<file path="src/rtl/core/moi_pkg.sv">
// Package for the mecanum odometry integrator: widths, CORDIC table, shared types.
// No dependencies.
`timescale 1ns / 1ps
`default_nettype none
package moi_pkg;
    localparam int CORDIC_STAGES = 16;
    localparam int NSTG = (CORDIC_STAGES > 32) ? 32 : CORDIC_STAGES;
    localparam logic signed [47:0] POS_MAX = 48'sh7FFF_FFFF_FFFF;
    localparam logic signed [47:0] POS_MIN = 48'sh8000_0000_0000;
    localparam logic [31:0] CORDIC_X0 = 32'h26DD3B6A;
    localparam logic [0:0] REG_LINEAR_GAIN = 1'b0;
    localparam logic [0:0] REG_ANGLE_GAIN = 1'b1;

    function automatic logic [31:0] atan_lut(input logic [4:0] i);
        logic [31:0] r;
        begin
            case (i)
                5'd0: r = 32'h20000000; 5'd1: r = 32'h12E4051E;
                5'd2: r = 32'h09FB385B; 5'd3: r = 32'h051111D4;
                5'd4: r = 32'h028B0D43; 5'd5: r = 32'h0145D7E1;
                5'd6: r = 32'h00A2F61E; 5'd7: r = 32'h00517C55;
                5'd8: r = 32'h0028BE53; 5'd9: r = 32'h00145F2F;
                5'd10: r = 32'h000A2F98; 5'd11: r = 32'h000517CC;
                5'd12: r = 32'h00028BE6; 5'd13: r = 32'h000145F3;
                5'd14: r = 32'h0000A2FA; 5'd15: r = 32'h0000517D;
                5'd16: r = 32'h000028BE; 5'd17: r = 32'h0000145F;
                5'd18: r = 32'h00000A30; 5'd19: r = 32'h00000518;
                5'd20: r = 32'h0000028C; 5'd21: r = 32'h00000146;
                5'd22: r = 32'h000000A3; 5'd23: r = 32'h00000051;
                5'd24: r = 32'h00000029; 5'd25: r = 32'h00000014;
                5'd26: r = 32'h0000000A; 5'd27: r = 32'h00000005;
                5'd28: r = 32'h00000003; 5'd29: r = 32'h00000001;
                5'd30: r = 32'h00000001; default: r = 32'h00000000;
            endcase
            return r;
        end
    endfunction

    typedef enum logic [6:0] {
        ST_IDLE  = 7'b0000001,
        ST_HMUL  = 7'b0000010,
        ST_CORD  = 7'b0000100,
        ST_VMUL  = 7'b0001000,
        ST_GMUL  = 7'b0010000,
        ST_ACC   = 7'b0100000,
        ST_OUT   = 7'b1000000
    } state_t;
endpackage
`default_nettype wire

</file>
<file path="src/rtl/core/mecanum_odometry_integrator_core.sv">
// Top level of the mecanum odometry integrator: bit-serial multipliers, iterative CORDIC.
// Depends on moi_pkg.
`timescale 1ns / 1ps
`default_nettype none
// Channel | Dir  | Contents
// s_      | in   | tdata: wheel_position_a..d (4x32), tuser: clear_pose
// m_      | out  | tdata: pose_x, pose_y (48 each), heading (32)
// cfg_    | in   | index 0 linear_gain, index 1 angle_gain
//
// A clear or unprimed request shows its result on m_ the cycle after it is accepted.
// An integrating request runs the heading multiply, the CORDIC (angle loaded at the end
// of the multiply), four vector products, two gain products and the accumulate before
// m_tvalid rises.
// One request is in work at a time; s_tready is low until the result is taken.
// Reset (aresetn, synchronous) clears pose, last positions and gains.
module mecanum_odometry_integrator_core (
    input  wire          aclk,
    input  wire          aresetn,
    input  wire          s_tvalid,
    output logic         s_tready,
    input  wire  [127:0] s_tdata,   // a[31:0], b, c, d[127:96]
    input  wire          s_tuser,   // clear_pose
    output logic         m_tvalid,
    input  wire          m_tready,
    output logic [127:0] m_tdata,   // pose_x[47:0], pose_y[95:48], heading[127:96]
    input  wire          cfg_valid,
    output logic         cfg_ready,
    input  wire  [0:0]   cfg_index,
    input  wire  [31:0]  cfg_data
);
    moi_pkg::state_t state_reg, state_next;
    logic [31:0] lin_gain_reg, ang_gain_reg;
    logic [31:0] last_reg [4];
    logic primed_reg;
    logic signed [47:0] x_reg, y_reg;
    logic [31:0] hd_reg;
    logic signed [33:0] pa_reg, pb_reg; // deltas sums
    logic [31:0] dth_reg;
    // shared serial multiplier: acc += mcand when mplier bit set, shift
    logic [65:0] mc_reg;   // multiplicand
    logic [65:0] mp_reg;   // multiplier, shifted right
    logic [65:0] pr_reg;   // product accumulator
    logic [6:0]  cnt_reg;
    logic [1:0]  phase_reg; // which sub-product
    logic signed [33:0] cx_reg, cy_reg;
    logic signed [32:0] cz_reg;
    logic flip_reg;
    logic signed [31:0] sn_reg, cs_reg;
    logic signed [65:0] vx_reg, vy_reg;
    logic signed [49:0] ix_reg, iy_reg;

    assign s_tready  = (state_reg == moi_pkg::ST_IDLE);
    assign cfg_ready = 1'b1;
    assign m_tvalid  = (state_reg == moi_pkg::ST_OUT);
    assign m_tdata   = {hd_reg, y_reg, x_reg};

    logic signed [32:0] d [4];
    always_comb begin
        for (int i = 0; i < 4; i++) begin
            d[i] = 33'(signed'(s_tdata[32*i +: 32] - last_reg[i]));
        end
    end

    // CORDIC step
    logic [4:0] ci;
    logic signed [33:0] xs, ys;
    logic [31:0] at;
    assign ci = cnt_reg[4:0];
    assign xs = cx_reg >>> ci;
    assign ys = cy_reg >>> ci;
    assign at = moi_pkg::atan_lut(ci);

    // vector products: sn*pa + cs*pb (x) ; sn*pb - cs*pa (y)
    logic signed [65:0] opa, opb;
    always_comb begin
        case (phase_reg)
            2'd0: begin opa = 66'(sn_reg); opb = 66'(pa_reg); end
            2'd1: begin opa = 66'(cs_reg); opb = 66'(pb_reg); end
            2'd2: begin opa = 66'(sn_reg); opb = 66'(pb_reg); end
            default: begin opa = 66'(cs_reg); opb = 66'(pa_reg); end
        endcase
    end

    logic [65:0] pr_add;
    assign pr_add = pr_reg + (mp_reg[0] ? mc_reg : 66'd0);

    // final rounding/saturation
    logic [65:0] magx, magy;
    logic signed [49:0] sx, sy;
    always_comb begin
        magx = vx_reg[65] ? 66'(-vx_reg) : 66'(vx_reg);
        magy = vy_reg[65] ? 66'(-vy_reg) : 66'(vy_reg);
        sx = 50'(x_reg) + ix_reg;
        sy = 50'(y_reg) + iy_reg;
    end

    logic signed [33:0] sum_now;
    assign sum_now = -34'(d[0]) + 34'(d[1]) - 34'(d[2]) + 34'(d[3]);
    // CORDIC angle, taken from the heading product on its last cycle
    logic [31:0] ang_in;
    logic [63:0] p64;
    logic [31:0] half;
    assign p64  = pr_add[63:0];
    assign half = 32'((p64 + 64'h10000) >> 17);
    assign ang_in = hd_reg + 32'h20000000 + half;

    function automatic logic signed [31:0] clampq(input logic signed [33:0] v);
        if (v > 34'sd1073741824) return 32'sd1073741824;
        if (v < -34'sd1073741824) return -32'sd1073741824;
        return 32'(v);
    endfunction

    // m = floor(|v|*g / 2^32), below 2^63; round half up at bit 14
    function automatic logic [49:0] rnd(input logic [65:0] m);
        return 50'((m + 66'd8192) >> 14);
    endfunction

    function automatic logic signed [47:0] sat48(input logic signed [49:0] s);
        if (s > 50'(moi_pkg::POS_MAX)) return moi_pkg::POS_MAX;
        if (s < 50'(moi_pkg::POS_MIN)) return moi_pkg::POS_MIN;
        return 48'(s);
    endfunction

    always_ff @(posedge aclk) begin
        if (!aresetn) begin
            state_reg <= moi_pkg::ST_IDLE;
            lin_gain_reg <= '0; ang_gain_reg <= '0;
            primed_reg <= 1'b0;
            x_reg <= '0; y_reg <= '0; hd_reg <= '0;
            for (int i = 0; i < 4; i++) last_reg[i] <= '0;
        end else begin
            if (cfg_valid) begin
                if (cfg_index == moi_pkg::REG_LINEAR_GAIN) lin_gain_reg <= cfg_data;
                else ang_gain_reg <= cfg_data;
            end
            state_reg <= state_next;
            unique case (state_reg)
                moi_pkg::ST_IDLE: if (s_tvalid) begin
                    for (int i = 0; i < 4; i++) last_reg[i] <= s_tdata[32*i +: 32];
                    primed_reg <= 1'b1;
                    if (s_tuser) begin
                        x_reg <= '0; y_reg <= '0; hd_reg <= '0;
                    end
                    pa_reg <= 34'(d[0]) + 34'(d[3]);
                    pb_reg <= 34'(d[1]) + 34'(d[2]);
                    mc_reg <= 66'(ang_gain_reg);
                    mp_reg <= 66'({{32{sum_now[33]}}, sum_now});
                    pr_reg <= '0;
                    cnt_reg <= '0;
                end
                moi_pkg::ST_HMUL: begin
                    // product mod 2^64, multiplicand shifted left
                    pr_reg <= pr_add; mc_reg <= mc_reg << 1; mp_reg <= mp_reg >> 1;
                    if (cnt_reg == 7'd63) begin
                        dth_reg <= 32'((pr_add[63:0] + 64'h8000) >> 16);
                        // load CORDIC, folding [90, 270) deg by half a turn
                        flip_reg <= (ang_in[31:30] == 2'd1) || (ang_in[31:30] == 2'd2);
                        cz_reg <= 33'(signed'(((ang_in[31:30] == 2'd1) ||
                            (ang_in[31:30] == 2'd2)) ? ang_in - 32'h80000000 : ang_in));
                        cx_reg <= 34'(moi_pkg::CORDIC_X0);
                        cy_reg <= '0;
                        cnt_reg <= '0;
                    end else begin
                        cnt_reg <= cnt_reg + 7'd1;
                    end
                end
                moi_pkg::ST_CORD: begin
                    if (cnt_reg < 7'(moi_pkg::NSTG)) begin
                        if (!cz_reg[32]) begin
                            cx_reg <= cx_reg - ys; cy_reg <= cy_reg + xs;
                            cz_reg <= cz_reg - 33'(at);
                        end else begin
                            cx_reg <= cx_reg + ys; cy_reg <= cy_reg - xs;
                            cz_reg <= cz_reg + 33'(at);
                        end
                        cnt_reg <= cnt_reg + 7'd1;
                    end else begin
                        cs_reg <= clampq(flip_reg ? -cx_reg : cx_reg);
                        sn_reg <= clampq(flip_reg ? -cy_reg : cy_reg);
                        cnt_reg <= '0; phase_reg <= 2'd0; pr_reg <= '0;
                        vx_reg <= '0; vy_reg <= '0;
                    end
                end
                moi_pkg::ST_VMUL: begin
                    if (cnt_reg == 7'd0) begin
                        mc_reg <= opa; mp_reg <= opb; pr_reg <= '0;
                        cnt_reg <= 7'd1;
                    end else begin
                        pr_reg <= pr_add; mc_reg <= mc_reg << 1; mp_reg <= mp_reg >> 1;
                        if (cnt_reg == 7'd66) begin
                            cnt_reg <= '0;
                            phase_reg <= phase_reg + 2'd1;
                            case (phase_reg)
                                2'd0: vx_reg <= vx_reg + signed'(pr_add);
                                2'd1: vx_reg <= vx_reg + signed'(pr_add);
                                2'd2: vy_reg <= vy_reg + signed'(pr_add);
                                default: vy_reg <= vy_reg - signed'(pr_add);
                            endcase
                        end else begin
                            cnt_reg <= cnt_reg + 7'd1;
                        end
                    end
                end
                moi_pkg::ST_GMUL: begin
                    // phase 0: |vx|*gain, phase 1: |vy|*gain; gain bits LSB first,
                    // accumulator shifts right once per gain bit, so the 32 gain bits leave the product >> 32
                    if (cnt_reg == 7'd0) begin
                        mc_reg <= (phase_reg == 2'd0) ? magx : magy;
                        mp_reg <= 66'(lin_gain_reg);
                        pr_reg <= '0; cnt_reg <= 7'd1;
                    end else begin
                        pr_reg <= pr_add >> 1; mp_reg <= mp_reg >> 1;
                        if (cnt_reg == 7'd32) begin
                            cnt_reg <= '0;
                            phase_reg <= phase_reg + 2'd1;
                            if (phase_reg == 2'd0)
                                ix_reg <= vx_reg[65] ? -50'(rnd(pr_add >> 1))
                                                     : 50'(rnd(pr_add >> 1));
                            else
                                iy_reg <= vy_reg[65] ? -50'(rnd(pr_add >> 1))
                                                     : 50'(rnd(pr_add >> 1));
                        end else begin
                            cnt_reg <= cnt_reg + 7'd1;
                        end
                    end
                end
                moi_pkg::ST_ACC: begin
                    x_reg <= sat48(sx);
                    y_reg <= sat48(sy);
                    hd_reg <= hd_reg + dth_reg;
                end
                moi_pkg::ST_OUT: ;
                default: ;
            endcase
        end
    end

    always_comb begin
        state_next = state_reg;
        unique case (state_reg)
            moi_pkg::ST_IDLE: if (s_tvalid)
                state_next = (s_tuser || !primed_reg) ? moi_pkg::ST_OUT : moi_pkg::ST_HMUL;
            moi_pkg::ST_HMUL: if (cnt_reg == 7'd63) state_next = moi_pkg::ST_CORD;
            moi_pkg::ST_CORD: if (cnt_reg == 7'(moi_pkg::NSTG))
                state_next = moi_pkg::ST_VMUL;
            moi_pkg::ST_VMUL: if (cnt_reg == 7'd66 && phase_reg == 2'd3)
                state_next = moi_pkg::ST_GMUL;
            moi_pkg::ST_GMUL: if (cnt_reg == 7'd32 && phase_reg == 2'd1)
                state_next = moi_pkg::ST_ACC;
            moi_pkg::ST_ACC: state_next = moi_pkg::ST_OUT;
            moi_pkg::ST_OUT: if (m_tready) state_next = moi_pkg::ST_IDLE;
            default: state_next = moi_pkg::ST_IDLE;
        endcase
    end
endmodule
`default_nettype wire
</file>
<file path="config.mk">
export PLATFORM = sky130hd
export DESIGN_NAME = mecanum_odometry_integrator_core
export DESIGN_NICKNAME = d
export VERILOG_FILES = /design/src/rtl/core/moi_pkg.sv /design/src/rtl/core/mecanum_odometry_integrator_core.sv
export SDC_FILE = /design/constraint.sdc
export NUM_CORES = 2
export LEC_CHECK = 0
export ABC_AREA = 1
export BUFFER_PORTS_ARGS = -buffer_cell sky130_fd_sc_hd__buf_2
export CAP_MARGIN = 20
export CORE_UTILIZATION = 50
export DETAILED_ROUTE_END_ITERATION = 7
export PLACE_DENSITY = 0.67
export SLEW_MARGIN = 25
export SYNTH_ARGS = -nofsm -noshare
export SYNTH_HDL_FRONTEND = slang
export SYNTH_SLANG_ARGS = --single-unit
</file>
<file path="constraint.sdc">
create_clock -name aclk -period 10.66 [get_ports aclk]
set_input_delay 1.066 -clock aclk [delete_from_list [all_inputs] [get_ports aclk]]
set_output_delay 1.066 -clock aclk [all_outputs]
set_load 0.01 [all_outputs]
</file>
# Word level (Yosys, flattened, before mapping)
# Memories as Yosys holds them, arrays and structs flattened. A register that Yosys moved wholly into a read port is not among the register bits.
# Index checks and enable logic that the tools add are counted.
totals:
  mem_count: 2
  register_bits: 905
  in_bits: 167
  ramBits: 128
  wordCells: 279
  romBits: 960
classes:
  eq_ne: 32
  reduce_logical: 34
  order_cmp: 9
  n_mux: 131
  bitwise_logic: 8
  n_shift: 2
  addsub: 36
memory_table:
  columns: ["memory", "words", "word_bits", "read_ports", "rd_ports_with_merged_regs", "write_ports", "line", "source"]
  rows:
  - ["(name not given)", 32, 30, 1, 1, 0, "moi_pkg.sv:17", "case (i)"]
  - ["last_reg", 4, 32, 4, 0, 4, "mecanum_odometry_integrator_core.sv:33", "logic [31:0] last_reg [4];"]
op_table:
  columns: ["cell", "n"]
  rows:
  - ["two-way mux 66 bit", 19]
  - ["case mux 66 bit (4 select lines)", 2]
  - ["two-way mux 32 bit", 15]
  - ["two-way mux 48 bit", 10]
  - ["case mux 66 bit (2 select lines)", 3]
  - ["case mux 66 bit (5 select lines)", 1]
  - ["two-way mux 34 bit", 8]
  - ["adder 66 bit", 3]
  - ["case mux 48 bit (2 select lines)", 2]
  - ["case mux 34 bit (2 select lines)", 2]
  - ["negator 66 bit", 2]
  - ["two-way mux 65 bit", 2]
  - ["subtractor 32 bit", 4]
  - ["adder 48 x 50 -> 50 bit", 2]
  - ["> comparator 50 x 48 -> 1 bit, second input constant", 2]
  - ["< comparator 50 x 48 -> 1 bit, second input constant", 2]
  - ["two-way mux 50 bit", 2]
  - ["two-way mux 33 bit", 3]
  - ["two-way mux 7 bit", 14]
  - ["adder 34 x 32 -> 34 bit", 2]
  - ["adder 34 bit", 2]
  - ["> comparator 34 x 32 -> 1 bit, second input constant", 2]
  - ["< comparator 34 x 31 -> 1 bit, second input constant", 2]
  - ["negator 34 bit", 2]
  - ["other kinds (55)", 144]

# Longest topological paths before layout
logic_depth:
  word_depth: 13
  depth_mapped: 42

# Worst setup path after synthesis
# Ideal clock, no wire load.
synth_timing:
  path_kind: "input to register"
  from: "input aresetn"
  to: "register cx_reg[0] (enable)"
  n_path_buf: 1
  stages: 3
  setup_time_ns: 0.710
  arrival_time_ns: 8.836
  path_slack_ns: 1.114
  cell_sequence: "clkinv_1 clkbuf_1 a211oi_1"
synth_via:
  elab_chain_len: 1
synth_rtl:
  columns: ["item", "line", "source"]
  rows:
  - ["from (decl)", "mecanum_odometry_integrator_core.sv:18", "input wire aresetn,"]
  - ["AND reduction 4 bit (no source line)", null, null]
  - ["to (signal assigned)", "mecanum_odometry_integrator_core.sv:160", "cx_reg <= 34'(moi_pkg::CORDIC_X0);"]
  - ["to (signal assigned)", "mecanum_odometry_integrator_core.sv:170", "cx_reg <= cx_reg - ys; cy_reg <= cy_reg + xs;"]
  - ["to (signal assigned)", "mecanum_odometry_integrator_core.sv:173", "cx_reg <= cx_reg + ys; cy_reg <= cy_reg - xs;"]
  - ["to (decl)", "mecanum_odometry_integrator_core.sv:45", "logic signed [33:0] cx_reg, cy_reg;"]
# Every way passes these cells.
# A chain may end at the register's enable or synchronous reset.

# Worst setup path in the final report
layout_timing:
  from: "register mp_reg[0]"
  to: "register cz_reg[21] (data pin)"
layout_via:
  elab_chain_len: 9
  word_cells_on_any_way: 11
layout_rtl:
  columns: ["item", "line", "source"]
  rows:
  - ["from (decl)", "mecanum_odometry_integrator_core.sv:41", "logic [65:0] mp_reg;"]
  - ["from (signal assigned)", "mecanum_odometry_integrator_core.sv:147", "mp_reg <= 66'({{32{sum_now[33]}}, sum_now});"]
  - ["from (signal assigned)", "mecanum_odometry_integrator_core.sv:153", "pr_reg <= pr_add; mc_reg <= mc_reg << 1; mp_reg <= mp_reg >> 1;"]
  - ["from (signal assigned)", "mecanum_odometry_integrator_core.sv:189", "pr_reg <= pr_add; mc_reg <= mc_reg << 1; mp_reg <= mp_reg >> 1;"]
  - ["two-way mux 66 bit (*)", "mecanum_odometry_integrator_core.sv:85", "assign pr_add = pr_reg + (mp_reg[0] ? mc_reg : 66'd0);"]
  - ["adder 66 bit (*)", "mecanum_odometry_integrator_core.sv:85", null]
  - ["adder 49 x 17 -> 49 bit (*)", "mecanum_odometry_integrator_core.sv:104", "assign half = 32'((p64 + 64'h10000) >> 17);"]
  - ["adder 32 bit (*)", "mecanum_odometry_integrator_core.sv:105", "assign ang_in = hd_reg + 32'h20000000 + half;"]
  - ["parallel branches: the longest is 2 deep, another holds subtractor 32 bit", null, null]
  - ["two-way mux 32 bit (*)", "mecanum_odometry_integrator_core.sv:159", "(ang_in[31:30] == 2'd2)) ? ang_in - 32'h80000000 : ang_in));"]
  - ["two-way mux 33 bit (*)", "mecanum_odometry_integrator_core.sv:154", "if (cnt_reg == 7'd63) begin"]
  - ["case mux 33 bit (2 select lines) (*)", "mecanum_odometry_integrator_core.sv:137", "unique case (state_reg)"]
  - ["to (signal assigned)", "mecanum_odometry_integrator_core.sv:158", "cz_reg <= 33'(signed'(((ang_in[31:30] == 2'd1) ||"]
  - ["to (signal assigned)", "mecanum_odometry_integrator_core.sv:171", "cz_reg <= cz_reg - 33'(at);"]
  - ["to (signal assigned)", "mecanum_odometry_integrator_core.sv:174", "cz_reg <= cz_reg + 33'(at);"]
  - ["to (decl)", "mecanum_odometry_integrator_core.sv:46", "logic signed [32:0] cz_reg;"]
# Mark *: on every way between the ends. The select of a mux whose other input is x is not followed.

==> qor.txt <==
First-pass GRT wire length: 536000 um
Routing usage on met2: 0.548
Syn_nets: 15.5k
Gp weighted congestion: 1.06
Min-Delay Path Class: in2reg
TritonCTS Buffers: 120
Initial drt markers: 10.9k
Routing usage on met1: 0.444
Hold endpoint: lin_gain_reg[13]$_SDFFE_PN0P_
Placeable Area: 198000 um2
Die area: 202000 um2
CP endpoint kind: flip-flop
Synth cell count leaders: 3106 x nand2_1, 2227 x inv_1, 1572 x nor2_1
Area grow syn2layout: 8.61%
Final setup vio count: 0
Fmax: 0.120 GHz
Min Tclk post-route: 8.33 ns
Layout fillers: 19.7k
DRC: 0
GR peak layer: met2
Count leader, synth: nand2_1
Die width: 449 um
Cells after synthesis: 14.5k
CP required: 11.23 ns
R2R Path Start: mp_reg[0]$_DFFE_PP_
Max-slew violations: 0
Final wirelength: 356000 um
Least-Margin Pin Slew: 1.15 ns
Sequential cell area: 29600 um2
EDFF count, synth: 831
Max-capacitance violation count: 0
Post-CTS Hold Fix Bufs: 0
IO Pins: 298
TritonRoute pass-1 iters: 7
Site Rows: 163
Area fraction of the dominant cell type after synthesis: 0.249
Vias in the first global route: 90.6k
# H-tree levels: 3
Largest net degree at the start of global routing: 82
Via-to-Cell Ratio: 5.68
Post-DRT Antenna Nets: 0
Outcome: finished, final reports clean
Routed vias: 98.8k
GRT Total Usage: 0.340
DP HPWL: 284000 um
Crit-path slowest cell: xor2_1
Crit path DAT: 8.89 ns
Post-synth top area cell: edfxtp_1
WS Path Type: reg2reg
Clock Latency Late Sink: 0.87 ns
Top cell by count, worst path: nand2_1
R2R cell count: 37
Mapped Avg Cell Area: 6.91 um2
# resized after CTS: 0
Synth Cell Area: 100000 um2
R2R setup slack: 2.33 ns
Primary FF master, synth: edfxtp_1
CTS Buffer Depth: 3
Effective utilization at floorplan: 0.506
Multi-input gate area: 60700 um2
TNS Setup: 0 ns
Post-synth ARST share: 0
Final Cycle Share: 0.781
RSZ-0062 raised after global routing: false
Seq cells post-synth: 1061
Clock sinks: 1061
Crit-path max FO: 66
CP peak stage delay: 0.83 ns
WL/cell: 20.5 um
WHS Path Cells: 3
Skew final: 0.118 ns
Share of cells above drive strength 1: 0.0642
Max reg flops: 128
Height of the die: 449 um
Grt total ovfl: 0
Yosys cell types: 71
Clk root buf: clkbuf_16
M3 GR Usage: 0.0471
Critical path launch point type: flip-flop
Normalized max-slew margin: 0.230
TritonCTS clock tree: done
Top post-synthesis cells by area: edfxtp_1 25%, nand2_1 12%, ha_1 9.2%
Clock Pin Slew Worst Setup and Hold Paths: 0.06 ns
Final hold viol count: 0
Final Net Count: 15.6k
Postcts setup bufs: 0
Min-delay src: cfg_data[13]
Antenna violations before repair: 9
Port Buffers: 296
Sequential share of the synthesized area: 0.295
Syn. warnings: 0
Worst R2R End: cz_reg[21]$_DFFE_PP_
[per-layer routing]
layer,vias to the layer above,share of wire
met1,45400,0.41
li1,48500,-
met5,-,0.00015
met3,710,0.080
met4,8,0.058
met2,4112,0.45
[area by class of cell]
| type | instances | share of cell area |
|---|---|---|
| inverters | 2278 | 0.0787 |
| flip-flops and latches | 1061 | 0.272 |
| clock buffers | 148 | 0.0303 |
| clock inverters | 81 | 0.00932 |
| diodes | 4 | 0.0000920 |
| multi-input cells | 10800 | 0.559 |
| repair buffers | 395 | 0.0207 |
| well taps | 2640 | 0.0304 |
[logic make-up after synthesis]
| logic type | count (synthesis) | share of synthesized area |
|---|---|---|
| flip-flops | 1061 | 0.295 |
| multiplexers | 64 | 0.00640 |
| buffers and inverters | 2642 | 0.0996 |
| XOR/XNOR | 691 | 0.0606 |
| other | 1 | 0.0000375 |
| AO/OA/AOI/OAI | 3167 | 0.176 |
| adder cells (fa/ha/maj) | 817 | 0.108 |
| AND/OR/NAND/NOR | 6037 | 0.254 |
[worst max-delay path, delay by kind of cell (launching register included)]
family,cells,cell delay [ns]
and+or+nand+nor,16,2.03
AOI/OAI and AO/OA,6,1.23
DFF,1,0.33
xor gates and xnor gates,2,1.01
buffers and inverters,7,1.60
adders and majority gates,6,1.80
[per-stage QoR]
step,std cells,hold WS [ns],worst slack (ns),instance area (um2),utilization
global route,17400,0.477,1.68,109000,0.549
floorplan,14500,0.423,1.11,100000,-
CTS,17400,0.402,2.44,109000,0.549
finish,17400,0.457,2.33,109000,0.549
detailed placement,17200,0.451,1.58,104000,0.527
global placement,17200,0.454,1.72,104000,0.527
[worst max-delay path by stage]
stage / startpoint / to / slack [ns] / depth (start not counted)
3_5_place_dp: s_tdata[96] / mp_reg[39]$_DFFE_PP_ / 1.58 / 29
4_1_cts: mp_reg[0]$_DFFE_PP_ / cz_reg[21]$_DFFE_PP_ / 2.44 / 37
3_3_place_gp: s_tdata[96] / mp_reg[39]$_DFFE_PP_ / 1.72 / 29
6_report: mp_reg[0]$_DFFE_PP_ / cz_reg[21]$_DFFE_PP_ / 2.33 / 37
2_1_floorplan: aresetn / cx_reg[0]$_SDFFCE_PN0P_ / 1.11 / 3
5_1_grt: s_tdata[96] / mp_reg[39]$_DFFE_PP_ / 1.68 / 29
[cell usage in the layout, fill, tap and decap left out, types with 76 or more instances in the layout]
| cell type | n |
|---|---|
| fa_1 | 81 |
| nand2_1 | 3104 |
| ha_1 | 734 |
| buf_2 | 295 |
| nor3_1 | 210 |
| edfxtp_1 | 831 |
| xor2_1 | 522 |
| nand4_1 | 140 |
| nor2_1 | 1560 |
| nand3_1 | 620 |
| o22ai_1 | 76 |
| xnor2_1 | 167 |
| o21a_1 | 118 |
| dfxtp_1 | 230 |
| inv_1 | 2217 |
| clkbuf_16 | 123 |
| a21boi_0 | 77 |
| a21oi_1 | 1293 |
| or2_2 | 77 |
| a31oi_1 | 261 |
| buf_4 | 97 |
| o21ai_0 | 990 |
Power is not shown: default switching activity piles up to over one toggle a cycle in this logic, so the estimate is an artifact.
